`src/rtl/core/hrrn_pkg.sv`:
```
// Shared types and constants for the HRRN ready-queue scheduler.
// No dependencies.
package hrrn_pkg;

    localparam int unsigned DEF_SLOTS = 16;

    localparam logic [1:0] REQ_ADMIT    = 2'd0;
    localparam logic [1:0] REQ_TICK     = 2'd1;
    localparam logic [1:0] REQ_DISPATCH = 2'd2;
    localparam logic [1:0] REQ_BURST    = 2'd3;

    localparam logic MODE_FIFO = 1'b0;
    localparam logic MODE_HRRN = 1'b1;

    localparam logic [1:0] CFG_POLICY_MODE      = 2'd0;
    localparam logic [1:0] CFG_SMOOTHING_WEIGHT = 2'd1;
    localparam logic [1:0] CFG_INITIAL_ESTIMATE = 2'd2;

    localparam logic [8:0]  RST_WEIGHT   = 9'd128;
    localparam logic [31:0] RST_INIT_EST = 32'd10000;
    localparam logic [8:0]  FULL_WEIGHT  = 9'd256;

    typedef struct packed {
        logic [1:0]  req_type;
        logic [3:0]  slot_id;
        logic        is_new;
        logic [31:0] elapsed_time;
        logic [31:0] burst_time;
        logic        exited;
    } req_t;

    typedef struct packed {
        logic        dispatch_valid;
        logic [3:0]  dispatched_slot;
        logic [31:0] new_estimate;
    } rsp_t;

    typedef struct packed {
        logic [31:0] wait_time;
        logic [31:0] estimate;
        logic [31:0] stamp;
    } entry_t;

endpackage

```
`src/rtl/core/hrrn_entry_ram.sv`:
```
// Per-slot entry store: wait time, estimate, admit stamp.
// Synchronous one-port-write, one-port-read RAM, registered read. Uses hrrn_pkg.
module hrrn_entry_ram
    import hrrn_pkg::*;
#(
    parameter int unsigned SLOTS = DEF_SLOTS,
    localparam int unsigned IDX_W = (SLOTS > 1) ? $clog2(SLOTS) : 1
) (
    input  logic             clk,
    input  logic             rd_en,
    input  logic [IDX_W-1:0] rd_addr,
    output entry_t           rd_data,
    input  logic             wr_en,
    input  logic [IDX_W-1:0] wr_addr,
    input  entry_t           wr_data
);

    entry_t mem [SLOTS];

    always_ff @(posedge clk)
    begin
        if (wr_en)
        begin
            mem[wr_addr] <= wr_data;
        end
    end

    always_ff @(posedge clk)
    begin
        if (rd_en)
        begin
            rd_data <= mem[rd_addr];
        end
    end

endmodule

```
`config.mk`:
```
export PLATFORM = sky130hd
export DESIGN_NAME = hrrn_entry_ram
export DESIGN_NICKNAME = d
export VERILOG_FILES = /design/src/rtl/core/hrrn_pkg.sv /design/src/rtl/core/hrrn_entry_ram.sv
export SDC_FILE = /design/constraint.sdc
export NUM_CORES = 1
export LEC_CHECK = 0
export CAP_MARGIN = 20
export CORE_MARGIN = 2
export CORE_UTILIZATION = 40
export CTS_BUF_LIST = sky130_fd_sc_hd__clkbuf_4 sky130_fd_sc_hd__clkbuf_8 sky130_fd_sc_hd__clkbuf_16
export DETAILED_ROUTE_END_ITERATION = 8
export DONT_BUFFER_PORTS = 1
export GPL_TIMING_DRIVEN = 1
export PLACE_DENSITY = 0.54
export SLEW_MARGIN = 20
export SYNTH_ARGS = -nofsm -noshare
export SYNTH_HDL_FRONTEND = slang
export SYNTH_SLANG_ARGS = --single-unit
```
`constraint.sdc`:
```
create_clock -name clk -period 9.9 [get_ports clk]
set_input_delay 0.99 -clock clk [delete_from_list [all_inputs] [get_ports clk]]
set_output_delay 0.99 -clock clk [all_outputs]
set_load 0.005 [all_outputs]
```
# Word-level counts from Yosys, hierarchy flattened
# Memories as Yosys holds them, arrays and structs flattened. A register that Yosys moved wholly into a read port is not among the register bits.
# Cells that the tools add are included.
# W data, S select, Z words.
[word_totals]
ramBits = 1536
mem_count = 1
inputBits = 107
ff_bits = 0
elab_cells = 3
output_inout_bits = 96
[classes]
muxes = 2
[mem_list]
columns = ["name", "words", "word_bits", "rd", "rd_ports_with_merged_regs", "write_ports", "line_no", "text"]
rows = [
  ["mem", 16, 96, 1, 1, 1, "hrrn_entry_ram.sv:18", "entry_t mem [SLOTS];"],
]
[ops]
columns = ["cell", "n"]
rows = [
  ["$mux W1", 2],
]

# Depth between registers and ports, before layout
[logic_depth]
depth_word = 2
ltp_mapped = 6
depth_no_buf = 3

# Worst setup path before layout
# OpenSTA, ideal clock, no wires.
[synth_path]
path_kind = "input to register"
startpoint = "input wr_addr[2]"
endpoint = "memory mem[0][0] (netlist bit), enable pin"
path_buffers = 0
required_time_ns = 9.230
slack_ns = 1.232
path_stages = 2
arrival_time_ns = 7.998
setup_ns = 0.670
path_cell_list = "or3b_2 -> nor3_1"
[synth_lines]
columns = ["item", "line_no", "text"]
rows = [
  ["start, declared", "hrrn_entry_ram.sv:14", "input logic [IDX_W-1:0] wr_addr,"],
  ["end, declared", "hrrn_entry_ram.sv:18", ""],
]
# No word-level cell before the write port.

==> impl_summary.md <==
Job
The number of max-capacitance violations reported is 0.

Power and ir drop
Net switching is about a fifth of the power. The share of total power dissipated in combinational logic is ~3.1%. The clock share of power is around 43%. The internal cell power is between 10 and 15 mW.

The leakage power figure is 21.18 nW. VDD sags by at most 204.7 uV. The power per unit of standard cell area is 213.4 nW/um^2.

In this run the power spent charging and discharging nets is about 2.9 mW. The sequential cell fraction of total power is a little over half.

STA
The minimum clock period after layout is 3.736 ns. Final hold analysis gives a worst-case slack of between 0.2 and 0.3 ns. Setup violations remaining at the end of the flow were counted as 0. The worst setup skew after layout is between 0.015 and 0.02 ns. For this run, the top clock speed supported by timing is between 200 and 300 MHz. The number of endpoints with negative hold slack in the final report is 0. The worst slew slack as a fraction of its limit is about 26%. The number of max-slew violations in the final report is 0. Setup slack closes at a little over 6 ns. Setup repair after global routing left no endpoint under its margin.

The post-route clock period utilization is between 30% and 40%. The accumulated negative setup slack is 0 ns. For the pin with the worst max-slew slack, the measured transition is 1.114 ns.

Yosys
In the post-synthesis netlist, the biggest area contributors are sky130_fd_sc_hd__edfxtp_1 81%, sky130_fd_sc_hd__mux4_2 14%, sky130_fd_sc_hd__a22oi_1 2.4%. The post-synthesis sequential element count is about 1,600. The post-synth design cell area is between 60,000 and 70,000 um^2.

The warning count from the yosys run is 0. The number of nets handed over by synthesis was 2,567. The area share of xor/xnor cells in the synthesized design is 0%.

The synthesized netlist devotes less than 1% of its cell area to simple gates. For this run, the register share of the synthesized area comes to about four fifths. Dividing the synthesized area by the synthesized cell count gives about 25 um^2.

After synthesis, the largest family of logic cells by area is multiplexers. The area share of fa/ha/maj cells after synthesis is 0%. Synthesis produced about 2,500 cells. The synthesized netlist contains 17 unique library cells. Of all cell types, the one taking the most synthesized area is sky130_fd_sc_hd__edfxtp_1. Summing the areas of all compound-gate instances in the mapped netlist gives under 10% of the synthesized area. The area fraction of the dominant cell type after synthesis is 81.25%. Measured against the total synthesized area, the mux share comes to between 10% and 20%.

Worst setup path
The most frequent cell on the critical path is sky130_fd_sc_hd__buf_16. The worst register-to-register path has a depth of 3. The kind of end point of the critical path is a register. Data on the critical path is required at its endpoint by roughly 10 ns.

The kind of cell adding the most delay to the critical path is buffers and inverters. Walking the worst path, the cells encountered are buf_16 -> buf_16 -> buf_16 -> mux4_2 -> a22oi_1 -> nand2_1. STA classifies the critical path startpoint as a primary input.

The number of buffers and inverters on the critical path is 3. The count of cell instances traversed by the critical path is 6. The category of the most critical setup path is in -> reg.

The critical-path cell with the highest stage delay is sky130_fd_sc_hd__buf_16. The data arrival time of the critical path is around 4.3 ns. The maximum fanout encountered on the critical timing path is between 100 and 150. The maximum cell stage delay along the critical path is roughly 0.62 ns.

CTS
The number of resized instances in the post-cts repair step is 0. The H-tree was split into 4 levels. The clock insertion delay at the later pin of the skew report is between 0.7 and 0.8 ns. The tree is rooted in a sky130_fd_sc_hd__clkbuf_16. After clock tree synthesis, the clock-pin slew on the worst setup and hold paths is roughly 0.06 ns. Buffers inserted to repair hold after CTS numbered 0. The clock tree from TritonCTS is done. CTS saw 1,632 sinks. The maximum number of buffers from clock root to sink is 3. The TritonCTS buffer count is 167. Buffers added to address setup during post-CTS repair amount to 0.

Routing
The final routed wire length divided by cell count is just under 30 um. The post-detailed-route via-to-cell ratio is roughly 5.6. For this block, the routed nets add up to roughly 140 mm of wire.

For this run, the detailed router's first-pass iteration total came to 5. For this run, design rule violations remaining after detail routing come to 0. The violation count after the first detailed-routing iteration is 2,403. The number of routed nets with antenna violations is 0. The total vias in the final route is roughly 26,000.

Worst hold path
The worst hold path depth is 0. The path class of the tightest hold or removal check is in -> reg.

Placement
Detailed placement finished with a half-perimeter wire length of 68.62 mm. The final weighted congestion of routability-driven global placement is around 0.7. Input and output buffers added on the ports amount to 0. The placed instances occupy a cell area of approximately 63,000 um^2. The post-placement worst setup slack is between 5 and 6 ns.

Final layout
The area growth from synthesis to layout is 13.28%. Of the cells placed in the final design, the portion with a size suffix greater than 1 is approximately 27%. The final cell utilization of the core is 45.62%. The top cell types in the final layout, fill and taps aside, are 1,632 x sky130_fd_sc_hd__edfxtp_1, 384 x sky130_fd_sc_hd__mux4_2, 192 x sky130_fd_sc_hd__a22oi_1. For this run, the post-layout net count is between 2,000 and 3,000. The most common library cell in the layout ignoring fill and taps is sky130_fd_sc_hd__edfxtp_1. The number of fillers in the final layout is roughly 12,000. The finished cells cover slightly below 70,000 um^2.

The number of diodes is 0.

GRT
Entering global routing, the biggest net connects around 390 pins. The number of antenna violations at the first check in global routing is 2. The global-route congestion overflow total is 0. The global router's overall resource usage is 17.89%. The via count of the first global-routing pass is roughly 28,000. The first-pass GRT wire length is 197.2 mm.

Die
The die area is approximately 150,000 um^2. The core region is 149,800 um^2. The die is 392.3 um tall.

The horizontal extent of the die is approximately 390 um. Row generation in the floorplan step produced between 100 and 150 rows. between 200 and 250 I/O pins were placed. The starting utilization of the core area is approximately two fifths.

Run status
The flow ran to the end, and the final reports show no timing, DRC or antenna violations.
[sequential cells by signal, indices dropped and copies added, names as in the netlist]
name / flops
mem: 1536
rd_data: 96
[through the flow]
step	std cells	power, mW
floorplan	2460	8.346
global placement	4390	8.403
detailed placement	4394	8.414
CTS	4700	14.68
global route	4706	15.04
finish	4706	14.58
[routing by layer]
| layer | GRT usage [%] | vias to the layer above | wire length (um) |
|---|---|---|---|
| li1 | - | 10840 | - |
| met1 | 23.62 | 14370 | 55790 |
| met2 | 29.81 | 788 | 68660 |
| met3 | 4.408 | 172 | 9616 |
| met4 | 4.503 | 0 | 2364 |
| met5 | 0 | - | 0 |
[kinds of logic (layout without fill, tap and decap cells)]
group | Yosys count | count (layout)
compound gates | 192 | 192
buf+inv | 129 | 359
flops | 1632 | 1632
mux | 384 | 384
simple gates | 123 | 123
[cell type report]
| type | count | area [um^2] | area share, % |
|---|---|---|---|
| tap | 2016 | 2522 | 3.692 |
| timing repair buffer | 53 | 576.8 | 0.8442 |
| clock buffer | 202 | 4512 | 6.604 |
| multi-input combinational | 699 | 10720 | 15.69 |
| sequential | 1632 | 49010 | 71.73 |
| clock inverter | 104 | 988.4 | 1.447 |
[power by group through the flow]
stage	Clock, mW	Sequential (mW)	Combinational (mW)
floorplan	0	7.98	0.370
global placement	0	8.00	0.401
detailed placement	0	8.01	0.404
CTS	6.41	7.87	0.405
global route	6.68	7.87	0.490
finish	6.26	7.86	0.455
[worst reg2reg max path: cells and delay by family, from the launching register on]
family	cells	cell delay, ns
AND/OR/NAND/NOR	1	0.15
flip-flops	1	0.37
multiplexers	1	0.47
AO/OA/AOI/OAI	1	0.41
[cells in the mapped netlist (all sizes together)]
library cell  instances
or3b                  1
clkbuf               46
nand2b                2
a22oi               192
nand3b                2
edfxtp             1632
nor2b                 2
mux4                384
nand3                 1
nor3                  4
and2                  1
nand2                97
buf                  83
nor2                 13
[worst paths after layout]
| check | from | to | slack [ns] |
|---|---|---|---|
| setup / recovery | rd_addr[0] | rd_data[65] | 6.16 |
| hold / removal | wr_data[12] | mem[14][12] | 0.29 |
| setup reg to reg | mem[0][45] | rd_data[45] | 8.23 |
| hold reg to reg | mem[12][10] | rd_data[10] | 0.74 |
No activity file was read; power rests on OpenSTA's default activity.
